`src/spl_pkg.sv`:
```
// ----------------------------------------------------------------------------
// spl_pkg
// Shared types and constants for the sorted priority list.
// ----------------------------------------------------------------------------
package spl_pkg;

	// list capacity and derived widths
	localparam int DEPTH  = 64;
	localparam int ADDR_W = (DEPTH > 1) ? $clog2(DEPTH) : 1;
	localparam int CNT_W  = $clog2(DEPTH + 1);

	// payload field widths
	localparam int OPC_W  = 3;
	localparam int KEY_W  = 16;
	localparam int HDL_W  = 16;
	localparam int POS_W  = 7;
	localparam int STS_W  = 2;
	localparam int OCNT_W = 7;

	// compare width for position against fill count
	localparam int CMP_W  = (CNT_W > POS_W) ? CNT_W : POS_W;

	// opcodes
	localparam logic [OPC_W-1:0] OP_INSERT    = 3'd0;
	localparam logic [OPC_W-1:0] OP_READ_AT   = 3'd1;
	localparam logic [OPC_W-1:0] OP_RM_FIRST  = 3'd2;
	localparam logic [OPC_W-1:0] OP_RM_LAST   = 3'd3;
	localparam logic [OPC_W-1:0] OP_RM_AT     = 3'd4;

	// status codes
	localparam logic [STS_W-1:0] ST_OK        = 2'd0;
	localparam logic [STS_W-1:0] ST_INVALID   = 2'd1;
	localparam logic [STS_W-1:0] ST_FULL      = 2'd2;

	// one stored entry
	typedef struct packed {
		logic [KEY_W-1:0] key;
		logic [HDL_W-1:0] handle;
	} entry_t;

	// memory access request from the sequencer
	typedef struct packed {
		logic              rd_en;
		logic [ADDR_W-1:0] rd_addr;
		logic              wr_en;
		logic [ADDR_W-1:0] wr_addr;
		entry_t            wr_data;
	} store_req_t;

	// one result item
	typedef struct packed {
		logic [STS_W-1:0]  status;
		logic [KEY_W-1:0]  key;
		logic [HDL_W-1:0]  handle;
		logic [OCNT_W-1:0] count;
	} result_t;

endpackage

```
`src/spl_if.sv`:
```
// ----------------------------------------------------------------------------
// spl_if
// Valid/ready channels for commands into and results out of the list.
// ----------------------------------------------------------------------------
interface spl_cmd_if;
	logic                      valid;
	logic                      ready;
	logic [spl_pkg::OPC_W-1:0] opcode;
	logic [spl_pkg::KEY_W-1:0] sort_key;
	logic [spl_pkg::HDL_W-1:0] entry_handle;
	logic [spl_pkg::POS_W-1:0] position;

	modport source (output valid, opcode, sort_key, entry_handle, position, input ready);
	modport sink   (input valid, opcode, sort_key, entry_handle, position, output ready);
endinterface

interface spl_rsp_if;
	logic                       valid;
	logic                       ready;
	logic [spl_pkg::STS_W-1:0]  status;
	logic [spl_pkg::KEY_W-1:0]  key_out;
	logic [spl_pkg::HDL_W-1:0]  handle_out;
	logic [spl_pkg::OCNT_W-1:0] entry_count;

	modport source (output valid, status, key_out, handle_out, entry_count, input ready);
	modport sink   (input valid, status, key_out, handle_out, entry_count, output ready);
endinterface

```
`src/spl_store.sv`:
```
// ----------------------------------------------------------------------------
// spl_store
// Entry memory: one write port, one read port, registered read data.
// ----------------------------------------------------------------------------
module spl_store (
	input  logic                clk,
	input  spl_pkg::store_req_t req,
	output spl_pkg::entry_t     rd_data
);

	spl_pkg::entry_t mem [spl_pkg::DEPTH];

	// write port
	always_ff @(posedge clk) begin
		if (req.wr_en) begin
			mem[req.wr_addr] <= req.wr_data;
		end
	end

	// read port, registered, holds when idle
	always_ff @(posedge clk) begin
		if (req.rd_en) begin
			rd_data <= mem[req.rd_addr];
		end
	end

endmodule

```
`src/spl_seq.sv`:
```
// ----------------------------------------------------------------------------
// spl_seq
// Command sequencer: walks the entry memory to insert, read and remove,
// shifting entries one per cycle, and builds the result.
// ----------------------------------------------------------------------------
module spl_seq (
	input  logic                     clk,
	input  logic                     arst_n,
	spl_cmd_if.sink                  cmd,
	output spl_pkg::store_req_t      req,
	input  spl_pkg::entry_t          rd_data,
	input  logic                     res_free,
	output logic                     res_valid,
	output spl_pkg::result_t         res
);

	typedef enum logic [1:0] {
		S_IDLE,
		S_INS,
		S_SCAN,
		S_FIN
	} state_t;

	state_t                         state_q;
	logic [spl_pkg::CNT_W-1:0]      count_q;
	logic [spl_pkg::KEY_W-1:0]      key_q;
	logic [spl_pkg::HDL_W-1:0]      handle_q;
	logic                           rm_q;
	logic [spl_pkg::ADDR_W-1:0]     hi_q;
	logic [spl_pkg::ADDR_W-1:0]     scan_q;
	logic                           live_q;
	logic                           first_q;
	logic                           pend_s1;
	logic                           first_s1;
	logic [spl_pkg::ADDR_W-1:0]     pend_addr_s1;
	spl_pkg::result_t               res_q;

	logic                           accept;
	logic                           empty;
	logic                           full;
	logic                           pos_ok;
	logic [spl_pkg::ADDR_W-1:0]     pos_idx;
	logic [spl_pkg::ADDR_W-1:0]     last_idx;
	logic                           ins_gt;
	logic                           ins_move;
	logic                           ins_place;
	logic                           ins_read;
	logic                           scan_read;
	logic                           scan_move;
	logic                           scan_done;

	assign cmd.ready = (state_q == S_IDLE);
	assign accept    = cmd.valid && cmd.ready;
	assign res_valid = (state_q == S_FIN) && res_free;
	assign res       = res_q;

	// decode helpers
	assign empty    = (count_q == '0);
	assign full     = (count_q == spl_pkg::CNT_W'(spl_pkg::DEPTH));
	assign pos_ok   = (cmd.position != '0) &&
	                  (spl_pkg::CMP_W'(cmd.position) <= spl_pkg::CMP_W'(count_q));
	assign pos_idx  = spl_pkg::ADDR_W'(cmd.position - spl_pkg::POS_W'(1));
	assign last_idx = spl_pkg::ADDR_W'(count_q - spl_pkg::CNT_W'(1));

	// walk control
	always_comb begin
		ins_gt    = pend_s1 && (rd_data.key > key_q);
		ins_move  = (state_q == S_INS) && ins_gt;
		ins_place = (state_q == S_INS) &&
		            ((pend_s1 && !ins_gt) || (!pend_s1 && !live_q));
		ins_read  = (state_q == S_INS) && live_q && !ins_place;
		scan_read = (state_q == S_SCAN) && live_q;
		scan_move = (state_q == S_SCAN) && pend_s1 && !first_s1 && rm_q;
		scan_done = (state_q == S_SCAN) && pend_s1 && !live_q;

		req         = '0;
		req.rd_en   = ins_read || scan_read;
		req.rd_addr = scan_q;
		if (ins_move) begin
			// larger key moves up one place
			req.wr_en   = 1'b1;
			req.wr_addr = pend_addr_s1 + spl_pkg::ADDR_W'(1);
			req.wr_data = rd_data;
		end else if (ins_place) begin
			req.wr_en        = 1'b1;
			req.wr_addr      = pend_s1 ? pend_addr_s1 + spl_pkg::ADDR_W'(1) : '0;
			req.wr_data.key    = key_q;
			req.wr_data.handle = handle_q;
		end else if (scan_move) begin
			// close the gap left by the removed entry
			req.wr_en   = 1'b1;
			req.wr_addr = pend_addr_s1 - spl_pkg::ADDR_W'(1);
			req.wr_data = rd_data;
		end
	end

	// state and result
	always_ff @(posedge clk or negedge arst_n) begin
		if (!arst_n) begin
			state_q      <= S_IDLE;
			count_q      <= '0;
			live_q       <= 1'b0;
			first_q      <= 1'b0;
			pend_s1      <= 1'b0;
			first_s1     <= 1'b0;
			rm_q         <= 1'b0;
			key_q        <= '0;
			handle_q     <= '0;
			hi_q         <= '0;
			scan_q       <= '0;
			pend_addr_s1 <= '0;
			res_q        <= '0;
		end else begin
			unique case (state_q)
				S_IDLE: begin
					if (accept) begin
						key_q        <= cmd.sort_key;
						handle_q     <= cmd.entry_handle;
						pend_s1      <= 1'b0;
						first_q      <= 1'b1;
						res_q.status <= spl_pkg::ST_INVALID;
						res_q.key    <= '0;
						res_q.handle <= '0;
						res_q.count  <= spl_pkg::OCNT_W'(count_q);
						unique case (cmd.opcode)
							spl_pkg::OP_INSERT: begin
								if (full) begin
									res_q.status <= spl_pkg::ST_FULL;
									state_q      <= S_FIN;
								end else begin
									scan_q  <= last_idx;
									live_q  <= !empty;
									state_q <= S_INS;
								end
							end
							spl_pkg::OP_READ_AT: begin
								rm_q    <= 1'b0;
								scan_q  <= pos_idx;
								hi_q    <= pos_idx;
								live_q  <= 1'b1;
								state_q <= pos_ok ? S_SCAN : S_FIN;
							end
							spl_pkg::OP_RM_FIRST: begin
								rm_q    <= 1'b1;
								scan_q  <= '0;
								hi_q    <= last_idx;
								live_q  <= 1'b1;
								state_q <= empty ? S_FIN : S_SCAN;
							end
							spl_pkg::OP_RM_LAST: begin
								rm_q    <= 1'b1;
								scan_q  <= last_idx;
								hi_q    <= last_idx;
								live_q  <= 1'b1;
								state_q <= empty ? S_FIN : S_SCAN;
							end
							spl_pkg::OP_RM_AT: begin
								rm_q    <= 1'b1;
								scan_q  <= pos_idx;
								hi_q    <= last_idx;
								live_q  <= 1'b1;
								state_q <= pos_ok ? S_SCAN : S_FIN;
							end
							default: begin
								state_q <= S_FIN;
							end
						endcase
					end
				end
				S_INS: begin
					// descending walk from the tail until a key not above the new one
					pend_s1      <= ins_read;
					pend_addr_s1 <= scan_q;
					if (ins_read) begin
						scan_q <= scan_q - spl_pkg::ADDR_W'(1);
						live_q <= (scan_q != '0);
					end
					if (ins_place) begin
						count_q      <= count_q + spl_pkg::CNT_W'(1);
						res_q.status <= spl_pkg::ST_OK;
						res_q.count  <= spl_pkg::OCNT_W'(count_q + spl_pkg::CNT_W'(1));
						state_q      <= S_FIN;
					end
				end
				S_SCAN: begin
					// ascending walk from the target to the end of the range
					pend_s1 <= scan_read;
					if (scan_read) begin
						pend_addr_s1 <= scan_q;
						scan_q       <= scan_q + spl_pkg::ADDR_W'(1);
						live_q       <= (scan_q != hi_q);
						first_s1     <= first_q;
						first_q      <= 1'b0;
					end
					if (pend_s1 && first_s1) begin
						res_q.key    <= rd_data.key;
						res_q.handle <= rd_data.handle;
					end
					if (scan_done) begin
						if (rm_q) begin
							count_q     <= count_q - spl_pkg::CNT_W'(1);
							res_q.count <= spl_pkg::OCNT_W'(count_q - spl_pkg::CNT_W'(1));
						end
						res_q.status <= spl_pkg::ST_OK;
						state_q      <= S_FIN;
					end
				end
				S_FIN: begin
					if (res_free) begin
						state_q <= S_IDLE;
					end
				end
				default: begin
					state_q <= S_IDLE;
				end
			endcase
		end
	end

endmodule

```
`src/sorted_priority_list.sv`:
```
// ----------------------------------------------------------------------------
// sorted_priority_list
// Stable ascending-key priority list held in a single-port-pair memory.
// ----------------------------------------------------------------------------
// Each command gives exactly one result. Commands run one at a time; the
// next command is taken while the previous result still sits in the output
// register. Timing is set by the memory walk, one entry per cycle: read at
// a position and remove last touch a single entry; remove at position p (or
// remove first, p = 1) walks from p to the end of the list; insert walks
// down from the tail past every entry with a larger key. Rejected commands
// (full, empty, bad position, unknown opcode) go straight to the result
// without a walk. The next command can be taken once the result has entered
// the output register. Memory needs no clearing after reset: only entries
// below the fill count are ever read.
// ----------------------------------------------------------------------------
module sorted_priority_list (
	input  logic      clk,
	input  logic      arst_n,
	spl_cmd_if.sink   cmd,
	spl_rsp_if.source rsp
);

	spl_pkg::store_req_t req;
	spl_pkg::entry_t     rd_data;
	spl_pkg::result_t    res;
	spl_pkg::result_t    out_q;
	logic                res_valid;
	logic                res_free;
	logic                valid_q;

	spl_seq u_seq (
		.clk       (clk),
		.arst_n    (arst_n),
		.cmd       (cmd),
		.req       (req),
		.rd_data   (rd_data),
		.res_free  (res_free),
		.res_valid (res_valid),
		.res       (res)
	);

	spl_store u_store (
		.clk     (clk),
		.req     (req),
		.rd_data (rd_data)
	);

	// output register, free when empty or being drained
	assign res_free = !valid_q || rsp.ready;

	always_ff @(posedge clk or negedge arst_n) begin
		if (!arst_n) begin
			valid_q <= 1'b0;
		end else if (res_valid) begin
			valid_q <= 1'b1;
		end else if (rsp.ready) begin
			valid_q <= 1'b0;
		end
	end

	always_ff @(posedge clk) begin
		if (res_valid) begin
			out_q <= res;
		end
	end

	assign rsp.valid       = valid_q;
	assign rsp.status      = out_q.status;
	assign rsp.key_out     = out_q.key;
	assign rsp.handle_out  = out_q.handle;
	assign rsp.entry_count = out_q.count;

endmodule

```
`src/flat_wrapper.sv`:
```
// flat-port wrapper written by rule: the top's interface ports become plain ports
module sorted_priority_list_flat 
  (clk, arst_n, cmd_valid, cmd_opcode, cmd_sort_key, cmd_entry_handle, cmd_position, cmd_ready, rsp_valid, rsp_status, rsp_key_out, rsp_handle_out, rsp_entry_count, rsp_ready);
  spl_cmd_if cmd_i ();
  spl_rsp_if rsp_i ();
  input  logic clk;
  input  logic arst_n;
  input wire logic [$bits(cmd_i.valid)-1:0] cmd_valid;
  input wire logic [$bits(cmd_i.opcode)-1:0] cmd_opcode;
  input wire logic [$bits(cmd_i.sort_key)-1:0] cmd_sort_key;
  input wire logic [$bits(cmd_i.entry_handle)-1:0] cmd_entry_handle;
  input wire logic [$bits(cmd_i.position)-1:0] cmd_position;
  output wire logic [$bits(cmd_i.ready)-1:0] cmd_ready;
  output wire logic [$bits(rsp_i.valid)-1:0] rsp_valid;
  output wire logic [$bits(rsp_i.status)-1:0] rsp_status;
  output wire logic [$bits(rsp_i.key_out)-1:0] rsp_key_out;
  output wire logic [$bits(rsp_i.handle_out)-1:0] rsp_handle_out;
  output wire logic [$bits(rsp_i.entry_count)-1:0] rsp_entry_count;
  input wire logic [$bits(rsp_i.ready)-1:0] rsp_ready;
  assign cmd_i.valid = cmd_valid;
  assign cmd_i.opcode = cmd_opcode;
  assign cmd_i.sort_key = cmd_sort_key;
  assign cmd_i.entry_handle = cmd_entry_handle;
  assign cmd_i.position = cmd_position;
  assign cmd_ready = cmd_i.ready;
  assign rsp_valid = rsp_i.valid;
  assign rsp_status = rsp_i.status;
  assign rsp_key_out = rsp_i.key_out;
  assign rsp_handle_out = rsp_i.handle_out;
  assign rsp_entry_count = rsp_i.entry_count;
  assign rsp_i.ready = rsp_ready;
  sorted_priority_list u_core (.clk(clk), .arst_n(arst_n), .cmd(cmd_i), .rsp(rsp_i));
endmodule
```
`config.mk`:
```
export PLATFORM = sky130hd
export DESIGN_NAME = sorted_priority_list_flat
export DESIGN_NICKNAME = d
export VERILOG_FILES = /design/src/spl_pkg.sv /design/src/spl_if.sv /design/src/spl_store.sv /design/src/spl_seq.sv /design/src/sorted_priority_list.sv /design/src/flat_wrapper.sv
export SDC_FILE = /design/constraint.sdc
export NUM_CORES = 2
export LEC_CHECK = 0
export BUFFER_PORTS_ARGS = -buffer_cell sky130_fd_sc_hd__buf_4
export CORE_MARGIN = 4
export CORE_UTILIZATION = 53
export CTS_CLUSTER_DIAMETER = 150
export DETAILED_ROUTE_END_ITERATION = 8
export HOLD_SLACK_MARGIN = 0.1
export PLACE_DENSITY = 0.74
export REMOVE_ABC_BUFFERS = 1
export SYNTH_ARGS = -nofsm -noshare
export SYNTH_HDL_FRONTEND = slang
export SYNTH_HIERARCHICAL = 1
export SYNTH_SLANG_ARGS = --single-unit
```
`constraint.sdc`:
```
create_clock -name clk -period 5 [get_ports clk]
set_clock_uncertainty 0.05 [all_clocks]
set_input_delay 0 -clock clk [delete_from_list [all_inputs] [get_ports clk]]
set_output_delay 0 -clock clk [all_outputs]
set_load 0.01 [all_outputs]
```
==> flow_summary.yaml <==
outcome:
  violations: "max-capacitance violations, max-slew violations"
  status: "complete, but fails checks"
route:
  ant_nets: 0
  viasPerCell: 6.47
  drt_wl_total_um: 221000
  drc_errors: 0
  initialDrtViolationCount: 6358
  post_drt_wl_per_cell_um: 32.3
  first_pass_iters: 6
  num_vias: 44200
global_route:
  grt_pass1_vias: 45000
  antenna_found_initial: 8
  track_usage_pct: 26.3
  overflow: 0
  grt_pass1_wl_um: 320000
  grt_max_degree: 65
worst_setup_path:
  start_kind: "flop"
  path_class: "reg -> reg"
  end_kind: "flop"
  arrival_ns: 5.18
  r2r_slack_ns: 0.21
  cp_max_fo: 32
  crit_end: "u_core/u_store/mem[62][8]"
  worstReg2RegEnd: "u_core/u_store/mem[62][8]"
  cp-startpoint: "u_core/u_store/rd_data[27]"
  r2r_cells: 12
  timing.rr.start: "u_core/u_store/rd_data[27]"
  crit_required_ns: 5.38
clocking:
  clk_latency_ns: 0.85
  clkSinkCount: 2227
  htreeDepth: 4
  ctsLongestPathBuffers: 3
  cts_resized: 0
  cts_tree: "yes"
  clkTransAtPathRegs_ns: 0.06
  post_cts_buffers: 0
  root_buffer: "clkbuf_16"
  numCtsBuffers: 205
synthesis:
  ys_async_sr_fraction_pct: 4.76
  synth_most_common_cell: "edfxtp_1"
  synthXorXnorAreaFrac_pct: 0.283
  syn_inst: 4087
  synth_top_area_share_pct: 73.6
  synth_commonest_cells: "2121 x edfxtp_1, 544 x mux4_2, 164 x nor2_1, 150 x nand2_1, 118 x clkbuf_1"
  synthTopCellsByArea: "edfxtp_1 74%, mux4_2 14%, dfrtp_1 3.1%"
  synth_top_family_by_area: "multiplexers"
  synth-edff-count: 2121
  synth_mux_area_share_pct: 15.7
  synth.distinct_cells: 70
  synth_seq_cells: 2227
  synth_ff_type: "edfxtp_1"
  avgSynthCellArea_sq_um: 21.2
  synth_simple_gate_area_share_pct: 2.40
  netlist_area_sq_mm: 0.0866
  synth.largest_area_cell: "edfxtp_1"
  ys_seq_area_share_pct: 76.6
  synthAdderAreaFrac_pct: 0.572
  yosysWarnings: 6
  synth_compound_area_share_pct: 2.98
pwr:
  finalPower_uw: 35500
  peakVddDrop_v: 0.000362
  power_density_mw_per_mm2: 356
  p_leak_uw: 0.0270
placed_design:
  place_congestion: 0.889
  dp_slack_ns: 0.504
  io_buffers: 88
  placed_cells: 6339
  post-dp-hpwl_um: 131000
sta:
  timing.hold.ws_ns: 0.226
  final_hold_viol_count: 0
  tightest_slew_ns: 1.69
  fmax_mhz: 209
  fin_crit_ns: 4.79
  timing.slew.headroom_pct: -13.8
  timing.final.crit_share_pct: 95.9
  slew_viol_final: 3
  rsz0062_at_grt: "false"
  setup-violations-final: 0
  timing.final.ws_setup_ns: 0.207
floorplan:
  placementRows: 148
  pin_count: 89
  dieArea_sq_mm: 0.170
  start_util_pct: 53.2
  core_sq_mm: 0.163
  die_w_um: 412
  fp.dieH_um: 412
run:
  max-cap-violations: 1
final_layout:
  final_nets: 4571
  fillers: 10900
  regArea_sq_mm: 0.0664
  area_growth_syn_to_layout_pct: 15.0
  final_cells: 6838
  multiInputGateArea_sq_mm: 0.0196
  drive_above_1_share_pct: 27.6
hold_path:
  hold_path.class: "in -> async"
## metal layers
metal,track usage (%),up-vias,share of wire [%]
li1,-,17800,-
met1,34.8,23200,35
met2,42.4,2757,49
met3,6.15,472,11
met4,11.5,4,4.8
met5,0,-,0.014
## how the worst min path moves through the flow
stage / end / startpoint
2_1_floorplan: u_core/rsp.valid / arst_n
3_3_place_gp: u_core/u_seq/handle_q[7] / arst_n
3_5_place_dp: u_core/u_seq/hi_q[2] / arst_n
4_1_cts: u_core/u_seq/hi_q[2] / arst_n
5_1_grt: u_core/rsp.valid / arst_n
6_report: u_core/rsp.valid / arst_n
## per-stage QoR
step	cell area [sq um]	setup TNS [ns]	utilization, %
after floorplan	85500	-2496.31	-
after global placement	91900	0	56.5
after detailed placement	91900	0	56.5
after CTS	99600	0	61.3
after global routing	99600	0	61.3
final	99600	0	61.3
## flip-flops by register name, summed over array words and instances (netlist names)
register                   cells
u_core/rsp.entry_count         7
u_core/u_seq/rm_q              1
u_core/u_seq/handle_q         16
u_core/u_seq/pend_s1           1
u_core/u_seq/hi_q              6
u_core/rsp.key_out            16
u_core/rsp.valid               1
u_core/u_seq/first_q           1
u_core/u_store/mem          2048
u_core/u_seq/key_q            16
u_core/u_seq/count_q           7
u_core/u_seq/state_q           2
u_core/u_seq/scan_q            6
u_core/u_store/rd_data        32
u_core/u_seq/res              41
u_core/rsp.status              2
u_core/rsp.handle_out         16
u_core/u_seq/live_q            1
u_core/u_seq/pend_addr_s1      6
u_core/u_seq/first_s1          1
## report_power, final
part | leakage, uW | switching [uW] | internal [uW]
Clock | 0.00319 | 6720 | 8530
Combinational | 0.00768 | 66.3 | 82.0
Sequential | 0.0161 | 0.162 | 20100
## worst max-delay path, cell delays in order (launching register included)
cell,delay [ns]
edfxtp_1,0.44
ha_1,0.38
a21oi_1,0.23
o21a_1,0.22
o21bai_1,0.09
or4_1,0.65
and2_4,0.26
o21ai_0,0.16
a21oi_1,0.26
nor2b_1,0.32
nand3_1,0.12
buf_4,0.24
nor2_4,0.92
## cells by family after synthesis
family                   Yosys count
AO/OA/AOI/OAI                    387
XOR/XNOR                          28
adder cells (fa/ha/maj)           39
buffers and inverters            267
flip-flops                      2227
multiplexers                     676
AND/OR/NAND/NOR                  463
## placed cells by master, fill, tap and decap left out, types with 6 or more instances in the layout
| cell type | Yosys | layout |
|---|---|---|
| clkinv_2 | 0 | 40 |
| dlygate4sd3_1 | 0 | 114 |
| bufinv_16 | 0 | 17 |
| nor3_1 | 22 | 20 |
| clkinv_1 | 1 | 53 |
| a21o_1 | 6 | 6 |
| nand3_1 | 45 | 45 |
| a21oi_1 | 97 | 96 |
| nor2_4 | 0 | 63 |
| o221ai_1 | 36 | 36 |
| xnor2_1 | 21 | 21 |
| a311oi_1 | 8 | 8 |
| ha_1 | 38 | 37 |
| nand3b_1 | 6 | 6 |
| inv_6 | 0 | 9 |
| nand4_1 | 8 | 8 |
| buf_12 | 0 | 65 |
| o21ai_0 | 52 | 52 |
| edfxtp_1 | 2121 | 2121 |
| mux4_2 | 544 | 544 |
| nand2_1 | 150 | 150 |
| buf_4 | 24 | 236 |
| a22o_2 | 0 | 32 |
| nand2b_1 | 10 | 9 |
| inv_1 | 41 | 41 |
| nor2_1 | 164 | 100 |
| o22ai_1 | 85 | 85 |
| clkbuf_1 | 118 | 43 |
| and3_1 | 7 | 7 |
| clkbuf_16 | 0 | 208 |
| mux2_2 | 35 | 35 |
| a22oi_1 | 16 | 16 |
| xor2_1 | 7 | 7 |
| nor2b_1 | 19 | 19 |
| dfrtp_1 | 106 | 102 |
| mux2i_1 | 97 | 97 |
| a31oi_1 | 9 | 9 |
## final cells by class
cell class / count / area share [%]
Sequential cell: 2227 / 66.6
Multi-Input combinational cell: 1593 / 19.7
Clock buffer: 252 / 5.40
Timing Repair Buffer: 416 / 4.26
Tap cell: 2175 / 2.73
Clock inverter: 128 / 1.15
Inverter: 43 / 0.162
Antenna cell: 4 / 0.0101
## repair_timing
| action | in CTS | in global routing |
|---|---|---|
| hold endpoints to repair | 159 | 0 |
| hold buffers | 115 | 0 |
| setup endpoints to repair | 0 | 6 |
No activity file was read; power rests on OpenSTA's default activity.
